[config.mk]
export PLATFORM = sky130hd
export DESIGN_NAME = isle_pick
export DESIGN_NICKNAME = d
export VERILOG_FILES = /design/src/sv/isle_pkg.sv /design/src/sv/isle_pick.sv
export SDC_FILE = /design/constraint.sdc
export NUM_CORES = 1
export LEC_CHECK = 0
export ABC_AREA = 1
export BUFFER_PORTS_ARGS = -buffer_cell sky130_fd_sc_hd__buf_2
export CORE_MARGIN = 10
export CORE_UTILIZATION = 44
export DETAILED_ROUTE_END_ITERATION = 6
export PLACE_DENSITY_LB_ADDON = 0.25
export SLEW_MARGIN = 20
export SYNTH_ARGS = -nofsm -noshare
export SYNTH_HDL_FRONTEND = slang
export SYNTH_SLANG_ARGS = --single-unit
export TNS_END_PERCENT = 50
[constraint.sdc]
create_clock -name vclk -period 4.7
set_clock_uncertainty 0.15 [all_clocks]
set_input_delay 0 -clock vclk [all_inputs]
set_output_delay 0 -clock vclk [all_outputs]
set_load 0.02 [all_outputs]
[src/sv/isle_pkg.sv]
// Shared types and constants for the indexed sorted list engine.
// No dependencies; every other file in sv/ imports this package.
package isle_pkg;

    localparam int CAPACITY   = 64;
    localparam int DATA_WIDTH = 32;
    localparam int POS_W      = 7;
    localparam int MODE_W     = 3;
    localparam int VAL_W      = 32;
    localparam int STAT_W     = 2;

    localparam logic [MODE_W-1:0] MODE_INSERT     = 3'd0;
    localparam logic [MODE_W-1:0] MODE_SORTED     = 3'd1;
    localparam logic [MODE_W-1:0] MODE_REMOVE     = 3'd2;
    localparam logic [MODE_W-1:0] MODE_READ       = 3'd3;
    localparam logic [MODE_W-1:0] MODE_FIND       = 3'd4;
    localparam logic [MODE_W-1:0] MODE_REMOVE_VAL = 3'd5;
    localparam logic [MODE_W-1:0] MODE_CLEAR      = 3'd6;

    localparam logic [STAT_W-1:0] STAT_OK    = 2'd0;
    localparam logic [STAT_W-1:0] STAT_RANGE = 2'd1;
    localparam logic [STAT_W-1:0] STAT_FULL  = 2'd2;

    typedef struct packed {
        logic [MODE_W-1:0] mode;
        logic [VAL_W-1:0]  value;
        logic [POS_W-1:0]  position;
    } req_t;

    typedef struct packed {
        logic [VAL_W-1:0]  value_out;
        logic [POS_W-1:0]  position_out;
        logic              found;
        logic [STAT_W-1:0] status;
        logic [POS_W-1:0]  count_out;
    } rsp_t;

    // Broadcast from the controller to every cell.
    typedef struct packed {
        logic                  ins;
        logic                  rem;
        logic [POS_W-1:0]      pos;
        logic [DATA_WIDTH-1:0] value;
        logic [POS_W-1:0]      count;
    } cell_ctl_t;

endpackage

[src/sv/isle_pick.sv]
// Priority pick: lowest flagged cell index, or the entry count if none.
// Depends on isle_pkg.
module isle_pick
    import isle_pkg::*;
(
    input  logic [CAPACITY-1:0] flags,
    input  logic [POS_W-1:0]    count,
    output logic [POS_W-1:0]    index,
    output logic                hit
);

    always_comb
    begin
        index = count;
        for (int i = CAPACITY - 1; i >= 0; i--)
        begin
            if (flags[i])
            begin
                index = POS_W'(i);
            end
        end
    end

    assign hit = |flags;

endmodule
# Yosys cells after proc, flatten, opt, wreduce, memory -nomap -nowiden
# Index checks and enable logic that the tools add are counted.
totals:
  wordCells: 65
  ff_bits: 0
  output_inout_bits: 8
  inputBits: 71
op_classes:
  muxes: 64
  reduce_logical: 1
ops:
  columns: ["cell", "count"]
  rows:
  - ["$mux W7", 64]
  - ["$reduce_or A64 Y1", 1]

# Logic depth before layout (Yosys ltp)
depth:
  depth_word: 64
  mapped_depth: 63
  depth_no_buf: 63

# Worst setup path before layout
# Ideal clock, no wire load.
synth_timing:
  kind: "input port to output port"
  from: "input flags[62]"
  to: "output index[0]"
  setup_slack_ns: 1.714
  n_path_buf: 0
  arrival_time_ns: 2.836
  cell_stages: 63
  path_cell_list: "inv_1 -> o21ai_1 -> nand2_1 -> nand2_1 -> nand2_1 -> nand2_1 -> nand2_1 -> nand2_1 -> nand2_1 -> nand2_1 -> nand2_1 -> nand2_1 -> nand2_1 -> nand2_1 -> nand2_1 -> nand2_1 -> nand2_1 -> nand2_1 -> (+27 left out) -> nand2_1 -> nand2_1 -> nand2_1 -> nand2_1 -> nand2_1 -> nand2_1 -> nand2_1 -> nand2_1 -> nand2_1 -> nand2_1 -> nand2_1 -> nand2_1 -> nand2_1 -> nand2_1 -> nand2_1 -> nand2_1 -> nand2_1 -> a21oi_2"
synth_via:
  elab_chain_len: 63
synth_lines:
  columns: ["element", "line", "text"]
  rows:
  - ["start, declared", "isle_pick.sv:6", "input logic [CAPACITY-1:0] flags,"]
  - ["$mux W7 (63 in series)", "isle_pick.sv:17", "if (flags[i])"]
  - ["end, declared", "isle_pick.sv:8", "output logic [POS_W-1:0] index,"]
# Every way passes these cells.

# Worst setup path in the final report
# Ends and elaborated chain as after synthesis.

==> results.py <==
metrics = {
    "status": {
        "status": "finished clean",
    },
    "floorplan": {
        "core_um2": 2020,
        "fp-row-count": 16,
        "dieArea_um2": 4430,
        "start_util_pct": 47.2,
        "die_y_um": 66.6,
        "die_w_um": 66.6,
        "ios": 79,
    },
    "logic_synthesis": {
        "synth.area.mux_share_pct": 0,
        "netlist.top_cell.by_area": "nand2_1",
        "synth-simple-area-share_pct": 62.6,
        "syn_area_um2": 955,
        "synth_compound_area_share_pct": 10.2,
        "synthAdderAreaFrac_pct": 0,
        "synthCells": 239,
        "ys_warn_count": 0,
        "synth_nets": 310,
        "syn-mean-instance-area_um2": 3.99,
        "yosys-top-cells-area": "nand2_1 41%, inv_1 27%, nor2_1 17%, a31oi_1 2.0%, nor3_1 1.6%",
        "synth-xor-area-share_pct": 0,
        "synth_top_family_by_area": "simple AND/OR/NAND/NOR gates",
        "seq_area_frac_synth_pct": 0,
        "synth_top_area_share_pct": 41.3,
        "synth_cell_types": 18,
    },
    "timing": {
        "worstMarginPinSlew_ns": 0.380,
        "slew-limit-headroom_pct": 74.4,
        "period_needed_ns": 3.40,
        "slew_viol_final": 0,
        "layout_setup_ws_ns": 1.30,
        "setup_viol": 0,
        "fmaxAchievable_mhz": 294,
        "setup_tns_ns": 0,
        "whs_ns": 0.136,
        "final_hold_viol_count": 0,
        "rsz0062_at_grt": "false",
        "period_share_pct": 72.3,
    },
    "layout": {
        "clockBufferCount": 0,
        "register_area_um2": 0,
        "area_growth_syn_to_layout_pct": 45.0,
        "num_antenna_cells": 0,
        "instances_no_fill": 345,
        "drive_gt1_share_pct": 25.2,
        "fillCellCount": 243,
        "final_nets": 391,
        "design.seq.count": 0,
    },
    "global_route": {
        "grt_use_total_pct": 12.8,
        "antenna_found_initial": 0,
        "grt-ovfl-total": 0,
        "grt_max_degree": 5,
        "grt_pass1_vias": 1348,
        "grt_pass1_wl_um": 5050,
    },
    "placement": {
        "dp_slack_ns": 1.25,
        "gp_congestion": 0.879,
        "dp_hpwl_um": 2850,
        "port_buffers": 79,
        "placed_cells": 345,
    },
    "setup_path": {
        "cpPeakStageDelay_ns": 0.17,
        "crit_type": "input pin to output pin",
        "required_ns": 4.55,
        "cpMostUsedCell": "nand2_1",
        "end_kind": "output pin",
        "cpMaxStageDelayCell": "buf_2",
        "start_kind": "input pin",
        "critPathMaxFanout": 3,
        "crit_arrival_ns": 3.25,
    },
    "detailed_routing": {
        "drc_errors": 0,
        "num_vias": 1480,
        "drtAntennaViolNets": 0,
        "via_per_inst": 4.29,
        "routed_wl_um": 2990,
        "drtPass1Iterations": 4,
        "dr.first_iter.drc_count": 56,
        "wl_per_cell_um": 8.67,
    },
    "clock_tree": {
        "holdBufCountCts": 0,
        "cts_setup_buffers": 0,
        "ctsResizeCount": 0,
    },
    "power": {
        "p_per_area_nw_per_um2": 61.8,
        "power_uw": 85.5,
        "ir_drop_mv": 0.0424,
        "p_leak_nw": 0.976,
    },
    "run": {
        "maxCapViolations": 0,
    },
    "worst_hold_path": {
        "hp-class": "input pin to output pin",
    },
}
-- per-stage QoR --
step           instance area, µm²  utilization, %
5_1_grt                      1380            68.4
3_3_place_gp                 1380            68.4
3_5_place_dp                 1380            68.4
2_1_floorplan                 955               -
6_report                     1380            68.4
4_1_cts                      1380            68.4
-- cells in the final DEF, fill, tap and decap left out, types with 2 or more instances in the layout --
cell and count:
a31oi_1 3, nand2_1 105, nor2_1 44, inv_1 69, nor3_1 3, o21bai_1 2, nor4_1 2, buf_2 79
-- critical path, delay by kind of cell --
family | cells | cell delay (ns)
buffers and inverters | 3 | 0.32
AND/OR/NAND/NOR | 60 | 2.80
AO/OA/AOI/OAI | 2 | 0.15
-- metal layers --
layer | share of wire [%] | up-vias | GRT usage, %
met5 | 0 | - | 0
met4 | 0 | 0 | 0.524
met3 | 11 | 0 | 3.68
met2 | 43 | 54 | 22.9
met1 | 46 | 583 | 15.3
li1 | - | 843 | -
-- kinds of logic (layout without fill, tap and decap cells) --
family          after synthesis  count (layout)
simple gates                156             156
buf+inv                      69             148
compound gates               14              14
-- Yosys cell counts, drive strengths merged --
library cell and count:
nand2 105, inv 69, nor2 44, a31oi 3, nor3 3, a21oi 2
nor4 2, o21ai 2, o21bai 2, a211oi 1, a311oi 1, nand3 1
nand4 1, o21a 1, o311ai 1, o31ai 1
-- final cells by class --
class                           count  area [µm²]  area share, %
Tap cell                           27        33.8           2.44
Inverter                           69         259           18.7
Multi-Input combinational cell    170         696           50.3
Timing Repair Buffer               79         395           28.6
-- power breakdown --
group	total [mW]	internal [mW]	switching, mW
Combinational	0.0855	0.0410	0.0445
Clock	0	0	0
Sequential	0	0	0
Total	0.0855	0.0410	0.0445
-- path summary, 6_finish.rpt --
check | from | to | slack, ns | depth (start not counted)
max | flags[62] | index[0] | 1.30 | 65
min | flags[0] | index[0] | 0.14 | 3
No activity file was read; power rests on OpenSTA's default activity.
