## src/sv/isle_pkg.sv

```systemverilog
// Shared types and constants for the indexed sorted list engine.
// No dependencies; every other file in sv/ imports this package.
package isle_pkg;

    localparam int CAPACITY   = 64;
    localparam int DATA_WIDTH = 32;
    localparam int POS_W      = 7;
    localparam int MODE_W     = 3;
    localparam int VAL_W      = 32;
    localparam int STAT_W     = 2;

    localparam logic [MODE_W-1:0] MODE_INSERT     = 3'd0;
    localparam logic [MODE_W-1:0] MODE_SORTED     = 3'd1;
    localparam logic [MODE_W-1:0] MODE_REMOVE     = 3'd2;
    localparam logic [MODE_W-1:0] MODE_READ       = 3'd3;
    localparam logic [MODE_W-1:0] MODE_FIND       = 3'd4;
    localparam logic [MODE_W-1:0] MODE_REMOVE_VAL = 3'd5;
    localparam logic [MODE_W-1:0] MODE_CLEAR      = 3'd6;

    localparam logic [STAT_W-1:0] STAT_OK    = 2'd0;
    localparam logic [STAT_W-1:0] STAT_RANGE = 2'd1;
    localparam logic [STAT_W-1:0] STAT_FULL  = 2'd2;

    typedef struct packed {
        logic [MODE_W-1:0] mode;
        logic [VAL_W-1:0]  value;
        logic [POS_W-1:0]  position;
    } req_t;

    typedef struct packed {
        logic [VAL_W-1:0]  value_out;
        logic [POS_W-1:0]  position_out;
        logic              found;
        logic [STAT_W-1:0] status;
        logic [POS_W-1:0]  count_out;
    } rsp_t;

    // Broadcast from the controller to every cell.
    typedef struct packed {
        logic                  ins;
        logic                  rem;
        logic [POS_W-1:0]      pos;
        logic [DATA_WIDTH-1:0] value;
        logic [POS_W-1:0]      count;
    } cell_ctl_t;

endpackage

```

## src/sv/isle_cell.sv

```systemverilog
// One list slot: holds an entry, compares it with the broadcast word and
// shifts toward either neighbor on insert or remove. Depends on isle_pkg.
module isle_cell
    import isle_pkg::*;
(
    input  logic                  clk,
    input  logic [POS_W-1:0]      idx,
    input  cell_ctl_t             ctl,
    input  logic [DATA_WIDTH-1:0] left,
    input  logic [DATA_WIDTH-1:0] right,
    output logic [DATA_WIDTH-1:0] entry,
    output logic                  lt,
    output logic                  eq
);

    logic [DATA_WIDTH-1:0] entry_reg;
    logic [DATA_WIDTH-1:0] entry_next;
    logic                  active;

    always_comb
    begin
        entry_next = entry_reg;
        if (ctl.ins && idx == ctl.pos)
        begin
            entry_next = ctl.value;
        end
        else if (ctl.ins && idx > ctl.pos)
        begin
            entry_next = left;
        end
        else if (ctl.rem && idx >= ctl.pos)
        begin
            entry_next = right;
        end
    end

    always_ff @(posedge clk)
    begin
        entry_reg <= entry_next;
    end

    assign active = idx < ctl.count;
    assign lt     = active && (ctl.value < entry_reg);
    assign eq     = active && (ctl.value == entry_reg);
    assign entry  = entry_reg;

endmodule

```

## config.mk

```make
export PLATFORM = sky130hd
export DESIGN_NAME = isle_cell
export DESIGN_NICKNAME = d
export VERILOG_FILES = /design/src/sv/isle_pkg.sv /design/src/sv/isle_cell.sv
export SDC_FILE = /design/constraint.sdc
export NUM_CORES = 1
export LEC_CHECK = 0
export ABC_AREA = 1
export BUFFER_PORTS_ARGS = -buffer_cell sky130_fd_sc_hd__buf_2
export CAP_MARGIN = 15
export CORE_MARGIN = 4
export CORE_UTILIZATION = 54
export CTS_CLUSTER_DIAMETER = 30
export DETAILED_ROUTE_END_ITERATION = 16
export GPL_TIMING_DRIVEN = 0
export PLACE_DENSITY = 0.88
export SYNTH_ARGS = -nofsm -noshare
export SYNTH_HDL_FRONTEND = slang
export SYNTH_SLANG_ARGS = --single-unit
```

## constraint.sdc

```tcl
create_clock -name clk -period 6.48 [get_ports clk]
set_input_delay 1.296 -clock clk [delete_from_list [all_inputs] [get_ports clk]]
set_output_delay 1.296 -clock clk [all_outputs]
set_load 0.005 [all_outputs]
```

* Yosys cells after proc, flatten, opt, wreduce, memory -nomap -nowiden *
Index checks and enable logic that the tools add are counted.

storage, ports and cells
  flip-flop bits (word level) = 32
  bits of input ports = 120
  output and inout bits = 34
  logic and storage cells = 16

operators by class
  $lt $le $gt $ge = 4
  equality and inequality tests = 2
  multiplexer cells = 3
  reduce and logical (&&, ||, !) cells = 6

operators with widths
  kind                 count
  $mux W32             3
  $eq A32 B32 Y1       1
  $lt A32 B32 Y1       1
  $eq A7 B7 Y1         1
  $ge A7 B7 Y1         1
  $gt A7 B7 Y1         1
  $lt A7 B7 Y1         1
  $logic_and A1 B1 Y1  5
  $reduce_bool A3 Y1   1

* Depth between registers and ports, before layout *
Gate-level depths: netlist of the first run.

  word-level depth = 5
  depth in mapped cells = 12
  depth with buffers taken out = 12

* Worst setup path before layout of the first run *
Ideal clock, no wire load.

  path kind = input -> output
  from = input port ctl[30] (netlist bit)
  to = output port eq
  data arrival time = 2.229 ns
  setup slack = 2.955 ns
  cell stages on the path = 7
  cell sequence = ha_1 -> nand2_1 -> nor2_1 -> nand4_1 -> nor3b_1 -> nand2_1 -> nor2_1

on the way
  word-level cells in the longest chain between the ends = 2

RTL lines
  item                 line             source
  start: declaration   isle_cell.sv:8   input cell_ctl_t ctl,
  $eq A32 B32 Y1       isle_cell.sv:44  assign eq = active && (ctl.value == entry_reg);
  $logic_and A1 B1 Y1  isle_cell.sv:44
  end: declaration     isle_cell.sv:13  output logic eq

Every way passes these cells.

* Worst setup path in the final report of the first run *
Ends and elaborated chain as after synthesis.

==> results of run 1 <==
-- power groups by stage --
stage | registers (W) | clock network, W | logic, W
2_1_floorplan | 0.000295 | 0 | 0.000204
4_1_cts | 0.000289 | 0.000154 | 0.000338
6_report | 0.000289 | 0.000150 | 0.000335
5_1_grt | 0.000293 | 0.000162 | 0.000376
3_3_place_gp | 0.000292 | 0 | 0.000313
3_5_place_dp | 0.000293 | 0 | 0.000335
-- area by class of cell --
type	count	area [µm²]
buffer	15	135
inverter	124	470
clock inverter	1	5.00
tap	96	120
clock buffer	6	72.6
sequential	32	961
multi-input combinational	310	2220
fill	572	2020
timing repair buffer	154	793
-- synth_stat cells (all sizes together) --
library cell,number,area [µm²]
o21a,1,7.51
inv,123,462
o22ai,1,6.26
nor3,1,5.00
nand4,2,12.5
o21ai,2,10.0
nand2,150,897
buf,15,135
a21oi,16,80.1
nor2,20,111
ha,45,563
a21o,4,30.0
nand3,67,485
nor3b,1,7.51
clkinv,1,8.76
edfxtp,32,961
-- worst max path at each step --
stage	to	from	slack, ns
final	eq	ctl[30]	2.47
after global placement	eq	ctl[30]	2.53
after detailed placement	eq	ctl[30]	2.48
after CTS	eq	ctl[30]	2.48
after global routing	eq	ctl[30]	2.35
after floorplan	eq	ctl[30]	2.96
-- per-layer routing --
layer,vias to the layer above,routed length (µm)
li1,1802,-
met1,1640,3760
met2,139,5100
met3,15,689
met4,0,155
met5,-,0
-- through the flow --
step	setup WS (ns)	instances	power (W)	area, µm²	hold WS (ns)
3_5_place_dp	2.48	731	0.000629	4700	1.61
5_1_grt	2.35	738	0.000831	4770	1.32
3_3_place_gp	2.53	730	0.000605	4670	1.60
4_1_cts	2.48	738	0.000780	4770	1.31
6_report	2.47	738	0.000774	4770	1.31
2_1_floorplan	2.96	481	0.000499	3780	1.48
-- placed cells by master, fill, tap and decap left out, drive strengths merged --
cell type / count
ha: 45
nor3b: 1
a21oi: 16
o21a: 1
o22ai: 1
buf: 169
nand3: 67
nor2: 20
inv: 123
clkinv: 2
edfxtp: 32
nor3: 1
a21o: 4
clkbuf: 6
nand2: 150
o21ai: 2
nand4: 2
-- logic make-up after synthesis --
kind of cell,after synthesis
flops,32
buf+inv,139
fa+ha+maj,45
simple gates,241
compound gates,24
==> run_results.csv, run 1 <==
group,metric,value,unit
run_status,status,"completed",
critical_path,critical_path_arrival,2.71,ns
pwr,power.share.clock,19.4,%
critical_path,path_depth,9,
pwr,p_int,0.000493,W
synthesis,synth_nets,646,
layout,largest_register_ffs,32,
layout,final_nets,807,
timing,slew_headroom,65.0,%
clock_tree,cts_max_level,2,
grt,grt_pass1_vias,3613,
layout,diodes,0,
layout,post-route-util,70.3,%
drt,finalWirelength,9.71,mm
grt,gr-usage-met2,43.1,%
synthesis,yosys_warnings,0,
drt,drc,0,
synthesis,synth-seq-cells,32,
timing,hold_viol,0,
clock_tree,cts_buffers,5,
critical_path,critPathRequiredTime,5.18,ns
die,start_util,55.7,%
synthesis,avgSynthCellArea,7.86,µm²
pwr,combPwrFrac,43.3,%
min_path,worstHoldEndpoint,"entry[21]",
critical_path,startpoint_type,"input port",
synthesis,synth_top_family_by_area,"simple AND/OR/NAND/NOR gates",
timing,grt_setup_unrepaired,"no",
die,design.core.area,0.00679,mm²
synthesis,ys_seq_area_share,25.4,%
die,die_x,91.7,µm
synthesis,synth_compound_area_share,3.54,%
synthesis,syn_inst,481,
timing,tightest_slew,0.524,ns
pwr,swShare,36.3,%
placed_design,gp_congestion,0.833,
grt,grt_usage,22.9,%
drt,drt_iter0_markers,128,
clock_tree,clk_pin_slew,0.07,ns
clock_tree,clockRootBuffer,"clkbuf_8",
timing,finalCritPeriodShare,61.9,%
drt,ant_nets,0,
min_path,min_path_cells,3,
timing,slew_violations,0,
critical_path,end_kind,"primary output",
critical_path,cp_top_family,"simple AND/OR/NAND/NOR gates",
die,ioPinCount,154,
grt,grt_pass1_wl,15.7,mm
grt,grt_max_degree,23,
clock_tree,clock-sinks,32,
grt,gr-total-overflow,0,
clock_tree,ctsHoldBuffers,0,
synthesis,synthSimpleGateAreaFrac,40.2,%
drt,first_pass_iters,4,
die,die_h,91.7,µm
drt,vias,3596,
critical_path,cp_max_fo,2,
critical_path,critPathKind,"input port to primary output",
critical_path,crit_slowest_cell,"nor3b_1",
timing,setup_viol,0,
drt,wl_per_cell,13.2,µm
synthesis,synth_xor_area_share,0,%
critical_path,critPathMaxStageDelay,0.33,ns
run,max-cap-violations,0,
synthesis,syn-cell-area,0.00378,mm²
clock_tree,cts_resized,0,
placed_design,hpwlAfterDp,8.14,mm
timing,timing.fmax,0.249,GHz
min_path,hp-class,"input port to flop",
clock_tree,post_cts_buffers,0,
critical_path,crit_chain,"buf_2, ha_1, nand2_1, nor2_1, nand4_1, nor3b_1, nand2_1, nor2_1, buf_2",
layout,syn_to_final_growth,26.2,%
min_path,hp-start,"ctl[28]",
placed_design,io_buffer_count,153,
drt,via_per_inst,4.87,
grt,gr-usage-met1,26.6,%
layout,drive_gt1_share,43.3,%
grt,use_met3,3.61,%
pwr,power_switching,0.000281,W
die,dieArea,0.00841,mm²
pwr,p_leak,2.89,nW
pwr,p_per_area,162,mW/mm²
synthesis,synth_fa_ha_area_share,14.9,%
pwr,irDropWorstVdd,0.0000892,V
grt,antenna_found_initial,0,
grt,top_usage_layer,"met2",
clock_tree,cts_tree,"done",
synthesis,synth_cell_types,27,
timing,fin_setup_tns,0,ns
critical_path,path_buf_inv,2,
clock_tree,cts_buffer_depth,2,
die,fp-row-count,30,
synthesis,muxShareOfSynthArea,0,%
pwr,seqPwrFrac,37.3,%
timing,fin_crit,4.01,ns
Note: power is estimated with default switching activity, not from simulation.
==> inputs of run 2 (changes only) <==
--- a/config.mk
+++ b/config.mk
@@ -9,11 +9,11 @@
 export BUFFER_PORTS_ARGS = -buffer_cell sky130_fd_sc_hd__buf_2
 export CAP_MARGIN = 15
 export CORE_MARGIN = 4
-export CORE_UTILIZATION = 54
+export CORE_UTILIZATION = 50
 export CTS_CLUSTER_DIAMETER = 30
 export DETAILED_ROUTE_END_ITERATION = 16
 export GPL_TIMING_DRIVEN = 0
-export PLACE_DENSITY = 0.88
+export PLACE_DENSITY = 0.82
 export SYNTH_ARGS = -nofsm -noshare
 export SYNTH_HDL_FRONTEND = slang
 export SYNTH_SLANG_ARGS = --single-unit
==> constraint.sdc (replaced) <==
create_clock -name clk -period 3.9 [get_ports clk]
set_input_delay 0.78 -clock clk [delete_from_list [all_inputs] [get_ports clk]]
set_output_delay 0.78 -clock clk [all_outputs]
set_load 0.005 [all_outputs]
==> run 2 against run 1 <==
First-iteration DRC count down 28%. Count of clock-buffer cells in the layout unchanged. Cell count up 0.41%. Total power up 65%. Sequential cell count unchanged. Combinational power up 64%. Clock power up 65%. Die area up 7.3%. Design area about the same. Via count down 3.3%. Routed wire length down 2.2%.
==> run_results.csv, run 2 (same netlist as run 1, synthesis figures left out) <==
group,metric,value,unit
run_status,status,"completed",
timing,fin_crit,3.08,ns
clock_tree,post_cts_buffers,0,
drt,wl_per_cell,12.8,µm
grt,grt_usage,21.3,%
pwr,p_leak,2.89,nW
clock_tree,cts_max_level,2,
timing,slew_violations,0,
critical_path,startpoint_type,"input port",
drt,vias,3478,
critical_path,end_kind,"primary output",
grt,grt_pass1_wl,15.2,mm
layout,largest_register_ffs,32,
critical_path,critPathMaxStageDelay,0.35,ns
drt,drt_iter0_markers,92,
die,dieArea,0.00902,mm²
pwr,power_switching,0.000457,W
pwr,swShare,35.8,%
timing,tightest_slew,0.562,ns
drt,via_per_inst,4.69,
clock_tree,clk_pin_slew,0.07,ns
placed_design,hpwlAfterDp,8.11,mm
drt,ant_nets,0,
clock_tree,ctsHoldBuffers,0,
drt,finalWirelength,9.49,mm
pwr,p_int,0.000818,W
die,fp-row-count,31,
timing,hold_ws,0.801,ns
layout,diodes,0,
pwr,power.share.clock,19.4,%
placed_design,gp_congestion,0.823,
critical_path,critPathRequiredTime,3.12,ns
drt,drc,0,
timing,grt_setup_unrepaired,"no",
clock_tree,clockRootBuffer,"clkbuf_8",
critical_path,critPathKind,"input port to primary output",
timing,timing.fmax,0.325,GHz
placed_design,dp.cells,734,
layout,final_common_cell,"buf_2",
timing,slew_headroom,62.5,%
grt,gr-total-overflow,0,
clock_tree,cts_buffer_depth,2,
pwr,p_per_area,267,mW/mm²
min_path,hp-class,"input port to flop",
grt,antenna_found_initial,0,
die,die_x,95.0,µm
placed_design,io_buffer_count,153,
critical_path,crit_slowest_cell,"nor3b_1",
grt,grt_max_degree,23,
layout,design_area,0.00478,mm²
critical_path,crit_chain,"buf_2, ha_1, nand2_1, nor2_1, nand4_1, nor3b_1, nand2_1, nor2_1, buf_2",
timing,hold_viol,0,
layout,mostFrequentLayoutCells,"buf_2, inv_1, nand2_1",
critical_path,cp-startpoint,"ctl[30]",
pwr,irDropWorstVdd,0.000116,V
die,design.core.area,0.00729,mm²
min_path,hp-start,"ctl[33]",
critical_path,critical_path_arrival,2.30,ns
clock_tree,cts_resized,0,
run,max-cap-violations,0,
timing,setup_viol,0,
placed_design,post_dp_cell_area,0.00470,mm²
clock_tree,cts_buffers,5,
grt,grt_pass1_vias,3447,
clock_tree,clock-sinks,32,
pwr,combPwrFrac,43.2,%
pwr,seqPwrFrac,37.5,%
die,start_util,51.9,%
layout,syn_to_final_growth,26.3,%
layout,final_nets,807,
pwr,power,0.00128,W
timing,fin_setup_tns,0,ns
die,ioPinCount,154,
die,die_h,95.0,µm
layout,final_cells,741,
layout,drive_gt1_share,43.3,%
drt,first_pass_iters,4,
timing,finalCritPeriodShare,78.9,%
clock_tree,cts_tree,"done",
critical_path,cp_max_fo,2,
-- run 2: cell counts in the layout (fill, tap and decap cells not counted) --
No cell type changed its count.
-- run 2: power groups by stage --
stage | sequential (W) | clock, W | combinational (W)
final | 0.000478 | 0.000247 | 0.000551
after global routing | 0.000485 | 0.000270 | 0.000627
after CTS | 0.000479 | 0.000251 | 0.000558
after detailed placement | 0.000486 | 0 | 0.000556
after global placement | 0.000485 | 0 | 0.000523
after floorplan | 0.000490 | 0 | 0.000339
-- run 2: critical path, delay by kind of cell --
kind | cells | cell delay, ns
adders and majority gates | 1 | 0.31
and+or+nand+nor | 6 | 0.97
buffers and inverters | 2 | 0.24
-- run 2: area by class of cell --
cell class,instances,area (µm²)
clock buffers,6,72.6
repair buffers,154,793
multi-input cells,310,2220
fillers,697,2510
flip-flops and latches,32,961
plain buffers,15,135
clock inverters,1,5.00
inverters,124,470
well taps,99,124
-- run 2: final timing paths --
check | cells past startpoint | endpoint | slack, ns
hold / removal | 3 | entry[26] | 0.80
setup / recovery | 9 | eq | 0.82
-- run 2: metal layers --
metal	GRT usage [%]	wire length (µm)	up-vias
met5	0	0	-
met4	5.41	155	0
li1	-	-	1807
met2	38.8	4940	97
met1	25.3	3710	1559
met3	4.78	684	15
-- run 2: per-stage QoR --
step | utilization, % | setup WS [ns]
after floorplan | - | 1.13
after global placement | 64.1 | 0.544
after detailed placement | 64.4 | 0.803
after CTS | 65.5 | 0.794
after global routing | 65.5 | 0.705
final | 65.5 | 0.823
==> inputs of run 3 (changes only) <==
--- a/config.mk
+++ b/config.mk
@@ -9,11 +9,11 @@
 export BUFFER_PORTS_ARGS = -buffer_cell sky130_fd_sc_hd__buf_2
 export CAP_MARGIN = 15
 export CORE_MARGIN = 4
-export CORE_UTILIZATION = 50
+export CORE_UTILIZATION = 45
 export CTS_CLUSTER_DIAMETER = 30
 export DETAILED_ROUTE_END_ITERATION = 16
 export GPL_TIMING_DRIVEN = 0
-export PLACE_DENSITY = 0.82
+export PLACE_DENSITY = 0.78
 export SYNTH_ARGS = -nofsm -noshare
 export SYNTH_HDL_FRONTEND = slang
 export SYNTH_SLANG_ARGS = --single-unit
==> constraint.sdc (replaced) <==
create_clock -name clk -period 2.8 [get_ports clk]
set_input_delay 0.56 -clock clk [delete_from_list [all_inputs] [get_ports clk]]
set_output_delay 0.56 -clock clk [all_outputs]
set_load 0.005 [all_outputs]
==> run 3 against run 2 <==
Sequential cell count stayed put. First-iteration DRC count is 4.3% higher. Non-clock buffer count stayed put. Die area is 10% higher. Routed wire length is 3.2% higher. Worst hold slack worse by 0.22 ns. Clock power is 45% higher. Via count is 0.17% higher. Setup slack worse by 0.52 ns.
==> run_results.csv, run 3 (same netlist as run 1, synthesis figures left out) <==
group,metric,value,unit
grt,gr-usage-met1,24.0,%
clock_tree,post_cts_buffers,0,
pwr,p_per_area,375,mW/mm²
drt,finalWirelength,9.79,mm
run,max-cap-violations,0,
clock_tree,clockRootBuffer,"clkbuf_8",
clock_tree,cts_buffer_depth,2,
die,fp-row-count,33,
drt,first_pass_iters,5,
timing,hold_ws,0.580,ns
grt,top_usage_layer,"met2",
grt,gr-usage-met2,36.0,%
layout,design_area,0.00479,mm²
drt,drc,0,
grt,gr-total-overflow,0,
min_path,min_path_cells,3,
placed_design,post_dp_cell_area,0.00471,mm²
placed_design,io_buffer_count,153,
critical_path,startpoint_type,"flop",
run_status,status,"completed",
pwr,irDropWorstVdd,0.000223,V
critical_path,critical_path_arrival,1.93,ns
timing,tightest_slew,0.553,ns
drt,wl_per_cell,13.1,µm
timing,finalCritPeriodShare,89.0,%
timing,slew_headroom,63.1,%
timing,hold_viol,0,
placed_design,hpwlAfterDp,8.01,mm
die,die_x,99.7,µm
die,die_h,99.7,µm
grt,grt_pass1_wl,15.9,mm
timing,fin_crit,2.49,ns
grt,grt_pass1_vias,3603,
layout,post-route-util,58.3,%
grt,antenna_found_initial,0,
die,start_util,46.0,%
layout,fill_cells,759,
layout,diodes,0,
clock_tree,cts_resized,0,
layout,mostFrequentLayoutCells,"buf_2, inv_1, nand2_1",
timing,grt_setup_unrepaired,"no",
drt,drt_iter0_markers,96,
placed_design,gp_congestion,0.829,
die,design.core.area,0.00822,mm²
clock_tree,clk_pin_slew,0.07,ns
layout,drive_gt1_share,43.1,%
timing,setup_viol,0,
critical_path,crit_end,"eq",
layout,largest_register_ffs,32,
timing,timing.fmax,0.401,GHz
die,ioPinCount,154,
die,dieArea,0.00994,mm²
drt,via_per_inst,4.66,
placed_design,dp_slack,-0.00451,ns
placed_design,dp.cells,740,
critical_path,cp-startpoint,"entry[23]",
critical_path,critPathKind,"flop to primary output",
drt,vias,3484,
grt,grt_max_degree,23,
grt,grt_usage,19.8,%
min_path,hp-class,"input port to flop",
clock_tree,cts_max_level,2,
layout,final_cells,748,
layout,final_common_cell,"buf_2",
pwr,p_leak,2.88,nW
layout,syn_to_final_growth,26.6,%
clock_tree,cts_tree,"done",
drt,ant_nets,0,
critical_path,critPathRequiredTime,2.24,ns
clock_tree,ctsHoldBuffers,0,
layout,final_nets,807,
clock_tree,cts_buffers,5,
clock_tree,clock-sinks,32,
timing,setup_ws,0.308,ns
timing,slew_violations,0,
grt,use_met3,3.30,%
critical_path,end_kind,"primary output",
critical_path,cp_max_fo,2,
==> run 3: cell count changes in the layout (fill, tap and decap cells not counted) <==
| cell | change |
|---|---|
| clkbuf_1 | +1 |
| clkinv_1 | +1 |
| clkinv_2 | -1 |
==> run 3: through the flow <==
step | total power, W | TNS (ns)
2_1_floorplan | 0.00115 | 0
3_5_place_dp | 0.00145 | -0.0631
5_1_grt | 0.00194 | 0
6_report | 0.00180 | 0
3_3_place_gp | 0.00141 | -12.09
4_1_cts | 0.00181 | 0
==> run 3: layout make-up <==
type | count | area (µm²) | area share, %
buffer | 15 | 135 | 2.82
clock buffer | 7 | 76.3 | 1.59
clock inverter | 1 | 3.75 | 0.0784
inverter | 124 | 470 | 9.83
multi-input combinational | 310 | 2220 | 46.3
sequential | 32 | 961 | 20.1
tap | 105 | 131 | 2.74
timing repair buffer | 154 | 793 | 16.6
==> run 3: where the power goes <==
group	total [W]	switching (W)	internal, W
logic	0.000769	0.000428	0.000342
registers	0.000668	0.0000396	0.000628
clock network	0.000358	0.000184	0.000174
==> run 3: critical path, cell delays in order, from the launching register on <==
cell and delay, ns:
edfxtp_1 0.36, inv_1 0.05, ha_1 0.29, nand2_1 0.07
nor2_1 0.14, nand4_1 0.14, nor3b_1 0.28, nand2_1 0.08
nor2_1 0.11, buf_2 0.12
==> run 3: worst min path at each step <==
| stage | end | startpoint |
|---|---|---|
| after floorplan | entry[1] | ctl[8] |
| after detailed placement | entry[1] | ctl[8] |
| after global placement | entry[0] | ctl[7] |
| after CTS | entry[1] | ctl[8] |
| final | entry[29] | ctl[36] |
| after global routing | entry[1] | ctl[8] |
==> run 3: metal layers <==
metal	up-vias	share of wire, %
met5	-	0
met3	12	5.7
met2	111	52
met1	1554	41
li1	1807	-
met4	0	1.6
